`src/sv/ksl_pkg.sv`:
```
`timescale 1ns / 1ps
// Shared types and constants for the key short/long press scanner.
// No dependencies; imported by every module of the block.
package ksl_pkg;

   localparam int NUM_KEYS   = 4;
   localparam int LEVEL_BITS = 4;
   localparam int TIME_W     = 32;
   localparam int CFG_W      = 16;
   localparam int CODE_W     = 8;
   localparam int PHASE_W    = 2;
   localparam int CSR_IDX_W  = 8;
   localparam int CSR_DATA_W = 32;

   localparam logic [CSR_IDX_W-1:0] CSR_CONFIRM_TIME = CSR_IDX_W'(0);
   localparam logic [CSR_IDX_W-1:0] CSR_LONG_TIME    = CSR_IDX_W'(1);

   localparam logic [CFG_W-1:0] CONFIRM_TIME_RESET = CFG_W'(30);
   localparam logic [CFG_W-1:0] LONG_TIME_RESET    = CFG_W'(1000);

   localparam logic [PHASE_W-1:0] PH_RELEASED = 2'd0;
   localparam logic [PHASE_W-1:0] PH_CONFIRM  = 2'd1;
   localparam logic [PHASE_W-1:0] PH_SHORT    = 2'd2;
   localparam logic [PHASE_W-1:0] PH_LONG     = 2'd3;

   localparam logic [CODE_W-1:0] CODE_NONE      = CODE_W'(0);
   localparam logic [CODE_W-1:0] CODE_SHORT_OFS = CODE_W'(8'h01);
   localparam logic [CODE_W-1:0] CODE_LONG_OFS  = CODE_W'(8'h81);

   localparam int LANE_IDX_W = (NUM_KEYS > 1) ? $clog2(NUM_KEYS) : 1;

   typedef struct packed {
      logic              report;
      logic [CODE_W-1:0] code;
   } lane_res_type;

   typedef lane_res_type [NUM_KEYS-1:0] lane_vec_type;

   typedef struct packed {
      logic [NUM_KEYS-1:0] commit;
      logic [CODE_W-1:0]   code;
   } merge_res_type;

endpackage

```
`src/sv/ksl_if.sv`:
```
`timescale 1ns / 1ps
// Valid/ready channel interfaces for scan requests, key codes and CSR writes.
// Depends on ksl_pkg for field widths.
interface ksl_req_if;
   logic                         valid;
   logic                         ready;
   logic [ksl_pkg::LEVEL_BITS-1:0] key_levels;
   logic [ksl_pkg::TIME_W-1:0]     now_ms;
   modport source (output valid, key_levels, now_ms, input ready);
   modport sink   (input valid, key_levels, now_ms, output ready);
endinterface

interface ksl_rsp_if;
   logic                       valid;
   logic                       ready;
   logic [ksl_pkg::CODE_W-1:0] key_code;
   modport source (output valid, key_code, input ready);
   modport sink   (input valid, key_code, output ready);
endinterface

interface ksl_csr_if;
   logic                           valid;
   logic                           ready;
   logic [ksl_pkg::CSR_IDX_W-1:0]  index;
   logic [ksl_pkg::CSR_DATA_W-1:0] data;
   modport source (output valid, index, data, input ready);
   modport sink   (input valid, index, data, output ready);
endinterface

```
`src/sv/key_short_long_press_scanner.sv`:
```
`timescale 1ns / 1ps
// Key short/long press scanner top level: CSRs, key lanes, merge, output register.
// key_code is registered and valid in the cycle after the scan transaction is accepted.
// Throughput: one scan per cycle; each lane does one subtract and compare per scan.
// A stalled result blocks the next scan only while its register is still full.
// Reset (synchronous): all keys released, start times zero, confirm 30 ms, long 1000 ms.
module key_short_long_press_scanner (
   input  logic      clock,
   input  logic      reset,
   ksl_req_if.sink   req_chan,
   ksl_rsp_if.source rsp_chan,
   ksl_csr_if.sink   csr_chan
);
   import ksl_pkg::*;

   logic [CFG_W-1:0]  confirm_ff, confirm_in;
   logic [CFG_W-1:0]  long_ff, long_in;
   logic              rsp_valid_ff, rsp_valid_in;
   logic [CODE_W-1:0] code_ff, code_in;
   logic              accept;
   lane_vec_type      lanes;
   merge_res_type     merged;

   assign csr_chan.ready = 1'b1;
   assign req_chan.ready = !rsp_valid_ff || rsp_chan.ready;
   assign accept         = req_chan.valid && req_chan.ready;

   always_comb begin
      confirm_in = confirm_ff;
      long_in    = long_ff;
      if (csr_chan.valid) begin
         case (csr_chan.index)
            CSR_CONFIRM_TIME: confirm_in = csr_chan.data[CFG_W-1:0];
            CSR_LONG_TIME:    long_in    = csr_chan.data[CFG_W-1:0];
            default: ;
         endcase
      end
   end

   for (genvar i = 0; i < NUM_KEYS; i++) begin : g_lane
      logic released;
      if (i < LEVEL_BITS) begin : g_bit
         assign released = req_chan.key_levels[i];
      end else begin : g_nobit
         assign released = 1'b1;
      end
      ksl_lane u_lane (
         .clock         (clock),
         .reset         (reset),
         .lane_idx      (LANE_IDX_W'(i)),
         .released      (released),
         .now_ms        (req_chan.now_ms),
         .confirm_limit (confirm_ff),
         .long_time     (long_ff),
         .commit        (merged.commit[i]),
         .result        (lanes[i])
      );
   end

   ksl_merge u_merge (
      .accept (accept),
      .lanes  (lanes),
      .merged (merged)
   );

   assign rsp_valid_in = accept ? 1'b1 : (rsp_chan.ready ? 1'b0 : rsp_valid_ff);
   assign code_in      = accept ? merged.code : code_ff;

   always_ff @(posedge clock) begin
      if (reset) begin
         confirm_ff   <= CONFIRM_TIME_RESET;
         long_ff      <= LONG_TIME_RESET;
         rsp_valid_ff <= 1'b0;
      end else begin
         confirm_ff   <= confirm_in;
         long_ff      <= long_in;
         rsp_valid_ff <= rsp_valid_in;
      end
   end

   always_ff @(posedge clock) begin
      code_ff <= code_in;
   end

   assign rsp_chan.valid    = rsp_valid_ff;
   assign rsp_chan.key_code = code_ff;

endmodule

```
`src/sv/ksl_lane.sv`:
```
`timescale 1ns / 1ps
// One key lane: phase machine and press start time, with candidate code.
// Depends on ksl_pkg.
module ksl_lane (
   input  logic                             clock,
   input  logic                             reset,
   input  logic [ksl_pkg::LANE_IDX_W-1:0]   lane_idx,
   input  logic                             released,
   input  logic [ksl_pkg::TIME_W-1:0]       now_ms,
   input  logic [ksl_pkg::CFG_W-1:0]        confirm_limit,
   input  logic [ksl_pkg::CFG_W-1:0]        long_time,
   input  logic                             commit,
   output ksl_pkg::lane_res_type            result
);
   import ksl_pkg::*;

   logic [PHASE_W-1:0] phase_ff, phase_in;
   logic [TIME_W-1:0]  start_ff, start_in;
   logic [TIME_W-1:0]  elapsed;
   logic [CODE_W-1:0]  idx_ext;

   assign elapsed = now_ms - start_ff;
   assign idx_ext = CODE_W'(lane_idx);

   always_comb begin
      phase_in      = phase_ff;
      start_in      = start_ff;
      result.report = 1'b0;
      result.code   = CODE_NONE;
      case (phase_ff)
         PH_RELEASED: begin
            if (!released) begin
               phase_in = PH_CONFIRM;
               start_in = now_ms;
            end
         end
         PH_CONFIRM: begin
            if (released) begin
               phase_in = PH_RELEASED;
            end else if (elapsed > TIME_W'(confirm_limit)) begin
               phase_in = PH_SHORT;
            end
         end
         PH_SHORT: begin
            if (released) begin
               phase_in      = PH_RELEASED;
               result.report = 1'b1;
               result.code   = idx_ext + CODE_SHORT_OFS;
            end else if (elapsed > TIME_W'(long_time)) begin
               phase_in = PH_LONG;
            end
         end
         default: begin
            if (released) begin
               phase_in      = PH_RELEASED;
               result.report = 1'b1;
               result.code   = idx_ext + CODE_LONG_OFS;
            end
         end
      endcase
   end

   always_ff @(posedge clock) begin
      if (reset) begin
         phase_ff <= PH_RELEASED;
         start_ff <= '0;
      end else if (commit) begin
         phase_ff <= phase_in;
         start_ff <= start_in;
      end
   end

endmodule

```
`src/sv/ksl_merge.sv`:
```
`timescale 1ns / 1ps
// Priority merge: first reporting lane wins, lanes after it hold state.
// Depends on ksl_pkg.
module ksl_merge (
   input  logic                   accept,
   input  ksl_pkg::lane_vec_type  lanes,
   output ksl_pkg::merge_res_type merged
);
   import ksl_pkg::*;

   logic blocked;

   always_comb begin
      blocked       = 1'b0;
      merged.commit = '0;
      merged.code   = CODE_NONE;
      for (int i = 0; i < NUM_KEYS; i++) begin
         merged.commit[i] = accept && !blocked;
         if (!blocked && lanes[i].report) begin
            merged.code = lanes[i].code;
         end
         blocked = blocked | lanes[i].report;
      end
   end

endmodule

```
`src/flat_wrapper.sv`:
```
// flat-port wrapper written by rule: the top's interface ports become plain ports
module key_short_long_press_scanner_flat import ksl_pkg::*;
  (clock, reset, req_chan_valid, req_chan_key_levels, req_chan_now_ms, req_chan_ready, rsp_chan_valid, rsp_chan_key_code, rsp_chan_ready, csr_chan_valid, csr_chan_index, csr_chan_data, csr_chan_ready);
  ksl_req_if req_chan_i ();
  ksl_rsp_if rsp_chan_i ();
  ksl_csr_if csr_chan_i ();
  input  logic clock;
  input  logic reset;
  input wire logic [$bits(req_chan_i.valid)-1:0] req_chan_valid;
  input wire logic [$bits(req_chan_i.key_levels)-1:0] req_chan_key_levels;
  input wire logic [$bits(req_chan_i.now_ms)-1:0] req_chan_now_ms;
  output wire logic [$bits(req_chan_i.ready)-1:0] req_chan_ready;
  output wire logic [$bits(rsp_chan_i.valid)-1:0] rsp_chan_valid;
  output wire logic [$bits(rsp_chan_i.key_code)-1:0] rsp_chan_key_code;
  input wire logic [$bits(rsp_chan_i.ready)-1:0] rsp_chan_ready;
  input wire logic [$bits(csr_chan_i.valid)-1:0] csr_chan_valid;
  input wire logic [$bits(csr_chan_i.index)-1:0] csr_chan_index;
  input wire logic [$bits(csr_chan_i.data)-1:0] csr_chan_data;
  output wire logic [$bits(csr_chan_i.ready)-1:0] csr_chan_ready;
  assign req_chan_i.valid = req_chan_valid;
  assign req_chan_i.key_levels = req_chan_key_levels;
  assign req_chan_i.now_ms = req_chan_now_ms;
  assign req_chan_ready = req_chan_i.ready;
  assign rsp_chan_valid = rsp_chan_i.valid;
  assign rsp_chan_key_code = rsp_chan_i.key_code;
  assign rsp_chan_i.ready = rsp_chan_ready;
  assign csr_chan_i.valid = csr_chan_valid;
  assign csr_chan_i.index = csr_chan_index;
  assign csr_chan_i.data = csr_chan_data;
  assign csr_chan_ready = csr_chan_i.ready;
  key_short_long_press_scanner u_core (.clock(clock), .reset(reset), .req_chan(req_chan_i), .rsp_chan(rsp_chan_i), .csr_chan(csr_chan_i));
endmodule
```
`config.mk`:
```
export PLATFORM = sky130hd
export DESIGN_NAME = key_short_long_press_scanner_flat
export DESIGN_NICKNAME = d
export VERILOG_FILES = /design/src/sv/ksl_pkg.sv /design/src/sv/ksl_if.sv /design/src/sv/key_short_long_press_scanner.sv /design/src/sv/ksl_lane.sv /design/src/sv/ksl_merge.sv /design/src/flat_wrapper.sv
export SDC_FILE = /design/constraint.sdc
export NUM_CORES = 1
export LEC_CHECK = 0
export BUFFER_PORTS_ARGS = -buffer_cell sky130_fd_sc_hd__buf_4
export CORE_AREA = 2 2 140 196
export DETAILED_ROUTE_END_ITERATION = 10
export DIE_AREA = 0 0 142 198
export PLACE_DENSITY_LB_ADDON = 0.08
export REMOVE_ABC_BUFFERS = 1
export SLEW_MARGIN = 15
export SYNTH_ARGS = -nofsm -noshare
export SYNTH_HDL_FRONTEND = slang
export SYNTH_SLANG_ARGS = --single-unit
```
`constraint.sdc`:
```
create_clock -name clock -period 13.7 [get_ports clock]
set_clock_uncertainty 0.15 [all_clocks]
set_input_delay 2.74 -clock clock [delete_from_list [all_inputs] [get_ports clock]]
set_output_delay 2.74 -clock clock [all_outputs]
set_load 0.005 [all_outputs]
```
==> impl_metrics.csv <==
group,metric,value,unit
clock_tree,htree_levels,4,
setup_path,crit_arrival,8.08,ns
global_routing,grt_max_degree,95,
clock_tree,cts_max_path_buffers,2,
setup_path,r2r_cells,24,
timing,worstMarginPinSlew,1.111,ns
synth,yosys-top-cells-area,"dfxtp_1 20%, ha_1 19%, nand2_1 9.0%, a21oi_1 8.5%, inv_1 4.3%",
drt,drc,0,
setup_path,endpoint,"u_core.g_lane[3].u_lane.phase_ff[1]$_SDFFE_PP0P_",
drt,dr_total_vias,16400,
global_routing,grt_pass1_wl,76530,um
synth,synth_cell_types,92,
clock_tree,cts_tree,"yes",
timing,slew_violations,0,
drt,via_per_inst,6.166,
clock_tree,cts_num_sinks,173,
pwr,intPower,0.001016,W
setup_path,crit_path_start,"req_chan_now_ms[0]",
floorplan,die_x,142,um
drt,drt_first_pass_iters,8,
pwr,finalPower,0.001638,W
setup_path,cp_common_cell,"nor2_1",
clock_tree,clkTransAtPathRegs,0.07,ns
pwr,powerDensity,90.51,nW/um^2
setup_path,cp-start-kind,"primary input",
synth,synth_seq_cells,173,
timing,relSlewSlack,25.82,%
synth,yosysMostFrequentCell,"nand2_1",
placement,dp_hpwl,38360,um
pwr,p_leak,7.257,nW
setup_path,max_stage_delay,0.54,ns
clock_tree,post-cts-setup-buffer-count,0,
floorplan,initial_utilization,63.70,%
placement,place_congestion,0.9357,
floorplan,die-height,198,um
synth,synth_top_area_cell,"dfxtp_1",
drt,finalWirelength,48220,um
synth,yosysTopAreaCellShare,20.00,%
finish,area_delta_synth_final,6.929,%
synth,synthTopCellsByCount,"404 x nand2_1, 287 x a21oi_1, 252 x ha_1",
timing,hold_ws,0.3040,ns
setup_path,end_kind,"flip-flop",
setup_path,crit_buf_inv,2,
clock_tree,clock_latency,0.46,ns
drt,first_iter_violations,968,
setup_path,reg2reg_to,"u_core.g_lane[3].u_lane.phase_ff[1]$_SDFFE_PP0P_",
synth,synth_flop_cell,"dfxtp_1",
global_routing,antenna_found_initial,0,
clock_tree,clockRootBuffer,"clkbuf_16",
synth,syn_area,16920,um^2
drt,wl_per_cell,18.13,um
pwr,p_comb_share,39.1,%
synth,ys_warn_count,0,
global_routing,grt-ovfl-total,0,
finish,layout-drive-gt1-share,6.521,%
setup_path,cpLargestDelayFamily,"simple AND/OR/NAND/NOR gates",
pwr,ir_worst_vdd,0.00009085,V
finish,fin_util,68.11,%
placement,numPortBuffers,70,
synth,synth-seq-area-share,20.71,%
clock_tree,cts_buffers,17,
floorplan,coreArea,26560,um^2
timing,report.final.hold_viol_count,0,
timing,setup_viol,0,
flow_run,max_cap_violations,0,
synth,async_flop_share,0,%
clock_tree,holdBufCountCts,0,
finish,final_nets,2655,
finish,antennaDiodeCount,0,
setup_path,crit_fanout,5,
timing,fin_tns_setup,0,ns
pwr,switchingPower,0.0006220,W
setup_path,r2r_start,"u_core.g_lane[3].u_lane.start_ff[0]$_SDFFE_PP0P_",
setup_path,crit_slowest_cell,"nor4_2",
pwr,seqPwrFrac,32.8,%
floorplan,ioPinCount,92,
floorplan,row_count,71,
synth,syn_inst,2311,
drt,postRouteAntennaNets,0,
setup_path,critPathRequiredTime,13.90,ns
timing,period_share,57.49,%
clock_tree,ctsResizeCount,0,
global_routing,grt_pass1_vias,15280,
setup_path,cp.depth,26,
pwr,swShare,37.98,%
pwr,pwr-share-clk,28.1,%
floorplan,die_area,28120,um^2
synth,syn_area_per_cell,7.321,um^2
min_path,hp-class,"flip-flop to flip-flop",
status,status,"complete, no violations",
setup_path,critPathKind,"primary input to flip-flop",
global_routing,grtUsageTotal,34.36,%
setup_path,reg2reg_setup_slack,8.08,ns
synth,synth-edff-count,4,
timing,rsz0062_at_grt,"false",
timing,fin_crit,7.876,ns
timing,max_freq,127.0,MHz
## flip-flops by register name, indices dropped and copies added (netlist names)
| register | count |
|---|---|
| u_core.rsp_chan.valid | 1 |
| u_core.rsp_chan.key_code | 4 |
| u_core.g_lane.u_lane.start_ff | 128 |
| u_core.g_lane.u_lane.phase_ff | 8 |
| u_core.confirm_ff | 16 |
| u_core.long_ff | 16 |
## worst min path at each step
stage	slack, ns	from	cells after the start	end
6_report	0.30	u_core.g_lane[0].u_lane.start_ff[28]$_SDFFE_PP0P_	2	u_core.g_lane[0].u_lane.start_ff[28]$_SDFFE_PP0P_
5_1_grt	0.32	u_core.g_lane[3].u_lane.start_ff[27]$_SDFFE_PP0P_	2	u_core.g_lane[3].u_lane.start_ff[27]$_SDFFE_PP0P_
3_3_place_gp	0.29	u_core.g_lane[3].u_lane.start_ff[27]$_SDFFE_PP0P_	2	u_core.g_lane[3].u_lane.start_ff[27]$_SDFFE_PP0P_
4_1_cts	0.31	u_core.g_lane[0].u_lane.start_ff[30]$_SDFFE_PP0P_	2	u_core.g_lane[0].u_lane.start_ff[30]$_SDFFE_PP0P_
2_1_floorplan	0.28	u_core.g_lane[0].u_lane.start_ff[10]$_SDFFE_PP0P_	2	u_core.g_lane[0].u_lane.start_ff[10]$_SDFFE_PP0P_
3_5_place_dp	0.30	u_core.g_lane[0].u_lane.start_ff[7]$_SDFFE_PP0P_	2	u_core.g_lane[0].u_lane.start_ff[7]$_SDFFE_PP0P_
## tightest hold or removal path, delay by kind of cell, from the launching register on
family,cells,cell delay [ns]
compound gates,1,0.05
flops,1,0.31
simple gates,1,0.05
## power by group through the flow
stage | clock, W | combinational [W] | sequential, W
global placement | 0 | 0.000608 | 0.000548
floorplan | 0 | 0.000460 | 0.000545
finish | 0.000459 | 0.000641 | 0.000537
global route | 0.000487 | 0.000719 | 0.000539
detailed placement | 0 | 0.000627 | 0.000549
CTS | 0.000467 | 0.000632 | 0.000537
## final cells by class
type | count | area, um^2
clock buffer | 20 | 446.7
clock inverter | 12 | 90.09
fill | 2405 | 8469
inverter | 194 | 728.2
multi-input combinational | 1855 | 12340
sequential | 173 | 3503
tap | 328 | 410.4
timing repair buffer | 77 | 578.1
## through the flow
| stage | area [um^2] | instances | setup slack (ns) |
|---|---|---|---|
| after global routing | 18090 | 2659 | 5.602 |
| final | 18090 | 2659 | 5.824 |
| after CTS | 18090 | 2659 | 5.919 |
| after floorplan | 16550 | 2222 | 6.826 |
| after global placement | 17550 | 2627 | 5.493 |
| after detailed placement | 17550 | 2627 | 5.476 |
## cell families (layout without fill, tap and decap cells)
group,after synthesis,count (layout),share of synthesized area [%]
and+or+nand+nor,813,813,22.08
AOI/OAI and AO/OA,657,657,24.76
buffers and inverters,286,303,6.559
adders and majority gates,256,256,19.11
DFF,173,173,20.71
xor gates and xnor gates,84,84,4.348
muxes,40,40,2.396
other,2,5,0.04439
## layout by cell type, fill, tap and decap left out, types with 19 or more instances in the layout
| cell type | instances |
|---|---|
| a211oi_1 | 19 |
| a21o_1 | 44 |
| a21oi_1 | 287 |
| a31oi_1 | 21 |
| and3_1 | 22 |
| buf_4 | 77 |
| dfxtp_1 | 169 |
| ha_1 | 252 |
| inv_1 | 194 |
| mux2i_1 | 36 |
| nand2_1 | 404 |
| nand2b_1 | 21 |
| nand3_1 | 50 |
| nand4_1 | 47 |
| nor2_1 | 138 |
| nor2b_1 | 20 |
| nor3_1 | 30 |
| o211ai_1 | 22 |
| o21a_1 | 24 |
| o21ai_0 | 84 |
| xnor2_1 | 50 |
| xor2_1 | 34 |
## routing by layer
layer  up-vias  wire, um  track usage (%)  part of all wire (%)
met2       458     23090            59.19                    48
li1       8227         -                -                     -
met5         -         0                0                     0
met1      7552     19660            39.48                    41
met4         0      3512            23.70                   7.3
met3       158      1957            4.087                   4.1
Note: power is estimated with default switching activity, not from simulation.
